[config.mk]
export PLATFORM = sky130hd
export DESIGN_NAME = xrg_ctrl
export DESIGN_NICKNAME = d
export VERILOG_FILES = /design/src/sv/xrg_pkg.sv /design/src/sv/xrg_ctrl.sv
export SDC_FILE = /design/constraint.sdc
export NUM_CORES = 1
export LEC_CHECK = 0
export BUFFER_PORTS_ARGS = -buffer_cell sky130_fd_sc_hd__buf_4
export CAP_MARGIN = 0
export CORE_UTILIZATION = 49
export CTS_CLUSTER_DIAMETER = 150
export CTS_CLUSTER_SIZE = 28
export DETAILED_ROUTE_END_ITERATION = 6
export PLACE_DENSITY = 0.82
export SLEW_MARGIN = 20
export SYNTH_ARGS = -nofsm -noshare
export SYNTH_HDL_FRONTEND = slang
export SYNTH_SLANG_ARGS = --single-unit
[constraint.sdc]
create_clock -name clk_i -period 1.9 [get_ports clk_i]
set_clock_uncertainty 0.15 [all_clocks]
set_input_delay 0.285 -clock clk_i [delete_from_list [all_inputs] [get_ports clk_i]]
set_output_delay 0.285 -clock clk_i [all_outputs]
set_load 0.005 [all_outputs]
[src/sv/xrg_pkg.sv]
// Shared types, constants and reset values for the xoshiro256++ range generator.
package xrg_pkg;

  // Field widths
  localparam int unsigned WordW   = 64;
  localparam int unsigned HalfW   = WordW / 2;
  localparam int unsigned ProdW   = 2 * WordW;
  localparam int unsigned NumWord = 4;

  // splitmix64 constants
  localparam logic [WordW-1:0] GoldenStep = 64'h9E37_79B9_7F4A_7C15;
  localparam logic [WordW-1:0] MixMulA    = 64'hBF58_476D_1CE4_E5B9;
  localparam logic [WordW-1:0] MixMulB    = 64'h94D0_49BB_1331_11EB;

  // Configuration register indexes
  localparam int unsigned CfgIdxW = 1;
  localparam logic [CfgIdxW-1:0] RegRangeMin = 1'b0;
  localparam logic [CfgIdxW-1:0] RegRangeMax = 1'b1;

  // Operation codes
  localparam logic OpDraw   = 1'b0;
  localparam logic OpReseed = 1'b1;

  // Request and result payloads
  typedef struct packed {
    logic             operation;
    logic [WordW-1:0] seed_value;
  } req_t;

  typedef struct packed {
    logic [WordW-1:0] drawn_value;
    logic             degenerate_range;
  } rsp_t;

  // Multiplier operand B source
  typedef enum logic [1:0] {
    BselMixA  = 2'd0,
    BselMixB  = 2'd1,
    BselBound = 2'd2
  } bsel_e;

  // Result source
  typedef enum logic [1:0] {
    OutRange = 2'd0,
    OutRaw   = 2'd1,
    OutDegen = 2'd2
  } out_sel_e;

  // Commands from controller to datapath
  typedef struct packed {
    logic       seed_load;
    logic       mix_add;
    logic       mix_b;
    logic       word_push;
    logic       draw_load;
    logic       mul_en;
    logic [1:0] mul_step;
    bsel_e      mul_bsel;
    logic       out_load;
    out_sel_e   out_sel;
    logic       advance;
  } cmd_t;

  // Status from datapath to controller
  typedef struct packed {
    logic degenerate;
    logic full_range;
  } status_t;

  // splitmix64 output mixer, evaluated only at elaboration for reset values
  function automatic logic [WordW-1:0] mix64(input logic [WordW-1:0] acc);
    logic [WordW-1:0] z;
    z = acc;
    z = (z ^ (z >> 30)) * MixMulA;
    z = (z ^ (z >> 27)) * MixMulB;
    return z ^ (z >> 31);
  endfunction

  // State after reset: splitmix64 expansion of seed zero
  localparam logic [WordW-1:0] InitWord0 = mix64(64'(GoldenStep * 64'd1));
  localparam logic [WordW-1:0] InitWord1 = mix64(64'(GoldenStep * 64'd2));
  localparam logic [WordW-1:0] InitWord2 = mix64(64'(GoldenStep * 64'd3));
  localparam logic [WordW-1:0] InitWord3 = mix64(64'(GoldenStep * 64'd4));

endpackage

[src/sv/xrg_ctrl.sv]
// Sequencing controller for the xoshiro256++ range generator.
module xrg_ctrl (
  input  logic             clk_i,
  input  logic             rst_ni,
  input  logic             in_valid_i,
  input  logic             in_op_i,
  output logic             in_ready_o,
  output logic             out_valid_o,
  input  logic             out_ready_i,
  input  xrg_pkg::status_t status_i,
  output xrg_pkg::cmd_t    cmd_o
);
  import xrg_pkg::*;

  localparam int unsigned StW = 3;
  localparam logic [StW-1:0] StIdle   = 3'd0;
  localparam logic [StW-1:0] StMixAdd = 3'd1;
  localparam logic [StW-1:0] StMulA   = 3'd2;
  localparam logic [StW-1:0] StMixB   = 3'd3;
  localparam logic [StW-1:0] StMulB   = 3'd4;
  localparam logic [StW-1:0] StStore  = 3'd5;
  localparam logic [StW-1:0] StMulH   = 3'd6;
  localparam logic [StW-1:0] StResult = 3'd7;

  // Last issued partial product; a further count step drains the accumulator
  localparam logic [2:0] LowLast  = 3'd2;
  localparam logic [2:0] HighLast = 3'd3;

  logic [StW-1:0] state_q, state_d;
  logic [2:0]     cnt_q, cnt_d;
  logic [1:0]     word_q, word_d;
  out_sel_e       sel_q, sel_d;
  logic           out_valid_q, out_valid_d;

  // Next state and commands
  always_comb begin
    state_d     = state_q;
    cnt_d       = cnt_q;
    word_d      = word_q;
    sel_d       = sel_q;
    out_valid_d = out_valid_q & ~out_ready_i;
    cmd_o       = '0;
    cmd_o.mul_bsel = BselMixA;
    cmd_o.out_sel  = sel_q;
    cmd_o.mul_step = cnt_q[1:0];
    unique case (state_q)
      StIdle: begin
        if (in_valid_i) begin
          cnt_d = '0;
          if (in_op_i == OpReseed) begin
            cmd_o.seed_load = 1'b1;
            word_d  = '0;
            state_d = StMixAdd;
          end else if (status_i.degenerate) begin
            sel_d   = OutDegen;
            state_d = StResult;
          end else if (status_i.full_range) begin
            cmd_o.draw_load = 1'b1;
            sel_d   = OutRaw;
            state_d = StResult;
          end else begin
            cmd_o.draw_load = 1'b1;
            sel_d   = OutRange;
            state_d = StMulH;
          end
        end
      end
      StMixAdd: begin
        cmd_o.mix_add = 1'b1;
        cnt_d   = '0;
        state_d = StMulA;
      end
      StMulA: begin
        cmd_o.mul_bsel = BselMixA;
        cmd_o.mul_en   = (cnt_q <= LowLast);
        cnt_d = cnt_q + 3'd1;
        if (cnt_q == LowLast + 3'd1) begin
          state_d = StMixB;
        end
      end
      StMixB: begin
        cmd_o.mix_b = 1'b1;
        cnt_d   = '0;
        state_d = StMulB;
      end
      StMulB: begin
        cmd_o.mul_bsel = BselMixB;
        cmd_o.mul_en   = (cnt_q <= LowLast);
        cnt_d = cnt_q + 3'd1;
        if (cnt_q == LowLast + 3'd1) begin
          state_d = StStore;
        end
      end
      StStore: begin
        cmd_o.word_push = 1'b1;
        word_d = word_q + 2'd1;
        if (word_q == 2'(NumWord - 1)) begin
          state_d = StIdle;
        end else begin
          state_d = StMixAdd;
        end
      end
      StMulH: begin
        cmd_o.mul_bsel = BselBound;
        cmd_o.mul_en   = (cnt_q <= HighLast);
        cnt_d = cnt_q + 3'd1;
        if (cnt_q == HighLast + 3'd1) begin
          state_d = StResult;
        end
      end
      StResult: begin
        // Hold until the output register is free, then load, and advance unless the range is degenerate
        if (!out_valid_q || out_ready_i) begin
          cmd_o.out_load = 1'b1;
          cmd_o.advance  = (sel_q != OutDegen);
          out_valid_d    = 1'b1;
          state_d        = StIdle;
        end
      end
      default: begin
        state_d = StIdle;
      end
    endcase
  end

  always_ff @(posedge clk_i or negedge rst_ni) begin
    if (!rst_ni) begin
      state_q     <= StIdle;
      cnt_q       <= '0;
      word_q      <= '0;
      sel_q       <= OutRange;
      out_valid_q <= 1'b0;
    end else begin
      state_q     <= state_d;
      cnt_q       <= cnt_d;
      word_q      <= word_d;
      sel_q       <= sel_d;
      out_valid_q <= out_valid_d;
    end
  end

  assign in_ready_o  = (state_q == StIdle);
  assign out_valid_o = out_valid_q;

endmodule

## After elaboration in Yosys (flattened, before gate mapping)

Index checks and enable logic that the tools add are counted.

- Equality and inequality tests: 17
- $lt $le $gt $ge: 2
- $add $sub $neg: 2
- Reductions and logical operators: 12
- Bitwise logic cells: 3
- Muxes and demuxes: 35

Operator list:

| cell | count |
|---|---|
| one-hot mux 3 bit (8 select lines) | 1 |
| 2-to-1 mux 3 bit | 7 |
| 2-to-1 mux 1 bit | 20 |
| equality test 3 bit (second input constant) | 5 |
| != test 2 bit (second input constant) | 7 |
| equality test 3 x 2 -> 1 bit (second input constant) | 3 |
| one-hot mux 3 bit (3 select lines) | 1 |
| one-hot mux 2 bit (2 select lines) | 2 |
| less-or-equal comparator 3 x 2 -> 1 bit (second input constant) | 2 |
| 2-to-1 mux 2 bit | 3 |
| AND reduction 3 bit | 2 |
| AND reduction 5 bit | 1 |
| OR reduction 2 bit | 2 |
| adder 3 x 1 -> 3 bit (second input constant) | 1 |
| equality test 3 x 1 -> 1 bit (second input constant) | 1 |
| logical NOT 3 bit | 1 |
| nonzero test 3 bit | 1 |
| OR reduction 3 bit | 1 |
| adder 2 x 1 -> 2 bit (second input constant) | 1 |
| equality test 2 bit (second input constant) | 1 |
| inverter 1 bit | 2 |
| one-hot mux 1 bit (2 select lines) | 1 |
| AND reduction 2 bit | 1 |
| nonzero test 2 bit | 1 |
| other kinds (3) | 3 |

- Logic and storage cells: 76
- Register bits after elaboration: 11
- Output and inout port bits: 16
- Input port bits: 7

## Longest topological paths before layout

- Depth after elaboration: 5
- Depth in mapped cells: 5
- Gate-level depth less buffers: 5

## Least setup slack after synthesis

No wires, ideal clock.

- Kind: register to register
- Start point: register cnt_q[0]
- End point: register state_q[0]
- Cell stages (with the launch flop): 6
- Library setup time: 126 ps
- Data required time: 1,624 ps
- Arrival time: 1,279 ps
- Setup slack: 345 ps
- Cell sequence: dfrtp_1 > ha_1 > ha_1 > mux2i_1 > nor2_1 > o32a_1

- Cells in the longest elaborated chain, start to end: 3
- Elaborated cells between the ends (all ways): 6
- Those cells by class: eq/ne (5); reduce/logical (1)

RTL lines:

| item | RTL line | source |
|---|---|---|
| start, declared | xrg_ctrl.sv:30 | `logic [2:0] cnt_q, cnt_d;` |
| start signal, assigned | xrg_ctrl.sv:135 | `cnt_q <= cnt_d;` |
| equality test 3 bit or equality test 3 x 2 -> 1 bit (tied branches) | xrg_ctrl.sv:107, xrg_ctrl.sv:77, xrg_ctrl.sv:90 |  |
| != test 2 bit (no source line) | -- |  |
| AND reduction 5 bit (no source line) * | -- |  |
| end signal, assigned | xrg_ctrl.sv:128 | `state_q <= StIdle;` |
| end signal, assigned | xrg_ctrl.sv:134 | `state_q <= state_d;` |
| end, declared | xrg_ctrl.sv:29 | `logic [StW-1:0] state_q, state_d;` |

Mark *: on every way between the ends. The rest lies on a longest branch, timed or not.
A chain may end at the register's enable or synchronous reset.

==> results.md <==
- Counting the buffers created by CTS gives 3.
- Across the run, the number of max-cap violations was 0.
- Input and output buffers added on the ports amount to 22.
- The signal on the critical path passes through buf_6 -> nor3_4 -> nand2_2 -> nor2_1 -> buf_4.
- The clock net in this run drives a total of 11 sinks.
- The nature of the critical path startpoint is a flip-flop.
- Timing would allow up to 0.512 GHz.
- The total overflow left after global routing is 0.
- The library cell contributing the largest single delay on the critical path is sky130_fd_sc_hd__dfrtp_2.
- The area of the mapped netlist is 783 um2.
- Yosys mapped a number of flops with a built-in enable equal to 0.
- The site row count is 14.
- The final critical path time including I/O delays and setup is 1.95 ns.
- Yosys attributes the largest share of cell area to sky130_fd_sc_hd__dfrtp_1, sky130_fd_sc_hd__ha_1, sky130_fd_sc_hd__nor2_1.
- The net total in the final layout is 141.
- The CTS H-tree depth is 1.
- The biggest area contributor in the post-synthesis netlist is sky130_fd_sc_hd__dfrtp_1.
- The net count after synthesis is 101.
- The setup slack after layout is -0.0537 ns.
- After detailed routing, the number of remaining DRC violations is 0.
- The data required time at the worst endpoint is 1.46 ns.
- In this run the worst hold path is classified as input pin to flip-flop.
- The number of storage elements in the synthesis netlist is 11.
- The die covers 0.00176 mm2.
- The critical path endpoint category is an output port.
- The maximum root-to-sink buffer count is 2.
- Excluding fillers, the count of instances in the completed layout stands at 144.
- The remaining antenna violation count is 0.
- The x dimension of the die is 42.0 um.
- The wire length of the first global-routing pass is 3.26 mm.
- Entering global routing, the biggest net connects 12 pins.
- For this run, asynchronously set or reset flops after synthesis account for 100%.
- The via count is 814.
- The post-layout instance area is 0.00115 mm2.
- The top fanout value on the critical path is 9.
- The largest delay contributor family on the critical path is flip-flops.
- The clock root buffer is sky130_fd_sc_hd__clkbuf_4.
- The number of antenna violations at the first check in global routing is 0.
- The initial utilization of the core area, before any placement, comes to 52.0%.
- After detailed routing, the number of vias per cell comes to 5.65.
- For this run, the slowest stage of the critical path takes 0.47 ns.
- The reported net switching power is 775 uW.
- The aggregate routed wire length is 2.30 mm.
- In the final layout, the share of cells above drive strength 1 is 47.7%.
- STA puts the critical path data arrival time at 1.52 ns.
- The most used flip-flop cell after synthesis is sky130_fd_sc_hd__dfrtp_1.
- After the first detailed-routing iteration, the DRC count stood at 20.
- After synthesis, flip-flops and latches occupy 35.1% of the total area.
- The warning count from the yosys run is 0.
- The kind of critical path is flip-flop to output port.
- The number of hold violations in the final report is 0.
- The area of combinational cells with multiple inputs is 483 um2.
- Of the total power, the share spent switching nets is 41.3%.
- The number of instances in the synthesized netlist is 89.
- The core region is 0.00151 mm2.
- Ranked by instance count, the synthesized netlist is headed by sky130_fd_sc_hd__dfrtp_1, sky130_fd_sc_hd__nor2_1, sky130_fd_sc_hd__o21ai_0.
- The proportion of power drawn by the clock network is 8.5%.
- Yosys instantiated no cell more often than sky130_fd_sc_hd__dfrtp_1.
- The number of global-route vias before repair came to 720.
- After detailed routing, the average wire length per cell comes to 15.9 um.
- The final period utilization is 103%.
- The insertion delay of the later-clocked pin in the worst-skew pair is 0.27 ns.
- The post-CTS clock slew at the launch and capture registers of the worst setup and hold paths is 0.07 ns.
- The checks that failed: setup timing.
- The synthesized area per cell is 8.80 um2.
- The run finished, with violations left.
- The register area is 279 um2.
- In this run, placement finished with an instance count of 125.
- Setup repair after global routing could not meet its margin everywhere.
- The congestion estimate from routability-driven global placement came to 0.909.
- The setup TNS after final layout is -0.0662 ns.
- The area fraction of the dominant cell type after synthesis is 35.1%.
- The iteration count of the initial detailed-routing pass is 4.
- The die boundary height is 42.0 um.
- The analysis attributes to cell leakage a power of 0.560 nW.
- TritonCTS built the clock tree.
- Counting both buffers and inverters, the worst setup path holds a total of 2.
- Relative to the synthesized area, the layout overhead comes to 46.6%.
- Across the VDD grid, the largest voltage drop is 0.998 mV.
- Cells fill 76.2% of the core in the end.
- Cell internal power was estimated by the tool at 1.10 mW.
- The instance area at placement is 955 um2.
- Per report_power, the combinational group accounts for 65.1% of the total.
- Measured against its own limit, the worst slew margin works out to 71.4%.
- Power spread over the standard cell area amounts to 1630 mW/mm2.
- The max-slew violation total from the final report is 0.
- Setup violations remaining at the end of the flow were counted as 2.
- The number of antenna diodes in the final layout is 0.
- The slew of the pin with the lowest slew margin is 0.423 ns.
- Global routing consumed, over all layers together, 25.1% of the routing resources.
- The I/O pin count is 23.
- The detailed-placement wirelength estimate is 1.22 mm.
- Per report_power, the sequential group accounts for 26.4% of the total.
- The unique cell type count in the Yosys netlist is 33.
- The post-route total power is 1.88 mW.
- The number of filler instances in the final layout is 105.
==> power by group through the flow <==
| stage | Combinational [mW] | Clock (mW) | Sequential (mW) |
|---|---|---|---|
| after CTS | 1.00 | 0.165 | 0.472 |
| after global placement | 0.873 | 0 | 0.476 |
| final | 1.22 | 0.160 | 0.496 |
| after detailed placement | 0.888 | 0 | 0.485 |
| after floorplan | 0.633 | 0 | 0.431 |
| after global routing | 1.32 | 0.171 | 0.512 |
==> placed cells by master (no fill, tap or decap), types with 2 or more instances in the layout <==
| cell type | count |
|---|---|
| sky130_fd_sc_hd__dfrtp_1 | 8 |
| sky130_fd_sc_hd__ha_1 | 3 |
| sky130_fd_sc_hd__nor2b_1 | 4 |
| sky130_fd_sc_hd__nand3_1 | 2 |
| sky130_fd_sc_hd__buf_4 | 40 |
| sky130_fd_sc_hd__nor2_1 | 8 |
| sky130_fd_sc_hd__nand2_1 | 4 |
| sky130_fd_sc_hd__inv_1 | 4 |
| sky130_fd_sc_hd__nand2b_1 | 2 |
| sky130_fd_sc_hd__o21ai_1 | 2 |
| sky130_fd_sc_hd__a21o_1 | 2 |
| sky130_fd_sc_hd__dfrtp_2 | 3 |
| sky130_fd_sc_hd__and3_4 | 2 |
| sky130_fd_sc_hd__a21oi_1 | 3 |
| sky130_fd_sc_hd__mux2_2 | 2 |
| sky130_fd_sc_hd__clkbuf_4 | 3 |
| sky130_fd_sc_hd__nor3_1 | 4 |
| sky130_fd_sc_hd__o21ai_0 | 5 |
==> cells by family after synthesis <==
kind of cell,Yosys count,share of synthesized area [%]
simple gates,37,25.7
compound gates,20,16.9
buf+inv,12,8.95
flops,11,35.1
fa+ha+maj,5,7.99
mux,3,4.15
xor+xnor,1,1.12
==> per-stage QoR <==
| stage | setup WS, ns | hold slack, ns |
|---|---|---|
| floorplan | 0.345 | -0.161 |
| detailed placement | 0.167 | -0.0203 |
| CTS | 0.00563 | 0.117 |
| global placement | 0.224 | -0.0205 |
| global route | -0.0809 | 0.122 |
| finish | -0.0537 | 0.121 |
==> layer usage <==
metal	GRT usage (%)	routed length, um	vias up
met5	0	0	-
met3	7.76	100	7
li1	-	-	386
met2	43.8	1210	27
met4	9.68	52	0
met1	28.5	931	394
==> path summary, 6_finish.rpt <==
check | startpoint | endpoint | slack, ns | depth (start not counted)
setup / recovery | state_q[2] | cmd_o[9] | -0.05 | 5
hold / removal | status_i[1] | sel_q[1] | 0.12 | 2
setup reg to reg | state_q[1] | cnt_q[1] | 0.24 | 4
hold reg to reg | sel_q[1] | sel_q[1] | 0.38 | 1
max in group asynchronous | rst_ni | cnt_q[1] | 1.20 | 2
min in group asynchronous | rst_ni | state_q[1] | 0.23 | 2
==> area by class of cell <==
type	instances	area share, %
clock buffer	4	2.29
inverter	5	1.63
multi-input combinational	66	42.0
sequential	11	24.3
tap	16	1.74
timing repair buffer	42	28.0
==> state kept, by name, indices dropped and copies added, names as in the netlist <==
register and count:
out_valid_o 1, sel_q 2, state_q 3, cnt_q 3
word_q 2
==> what timing repair did <==
item / CTS / global route
buffers inserted: 7 / 7
hold buffers: 1 / 0
endpoints found under the setup margin: 3 / 4
gates resized for setup: 6 / 12
pin swaps: 1 / 2
hold endpoints to repair: 11 / 0
No activity file was read; power rests on OpenSTA's default activity.
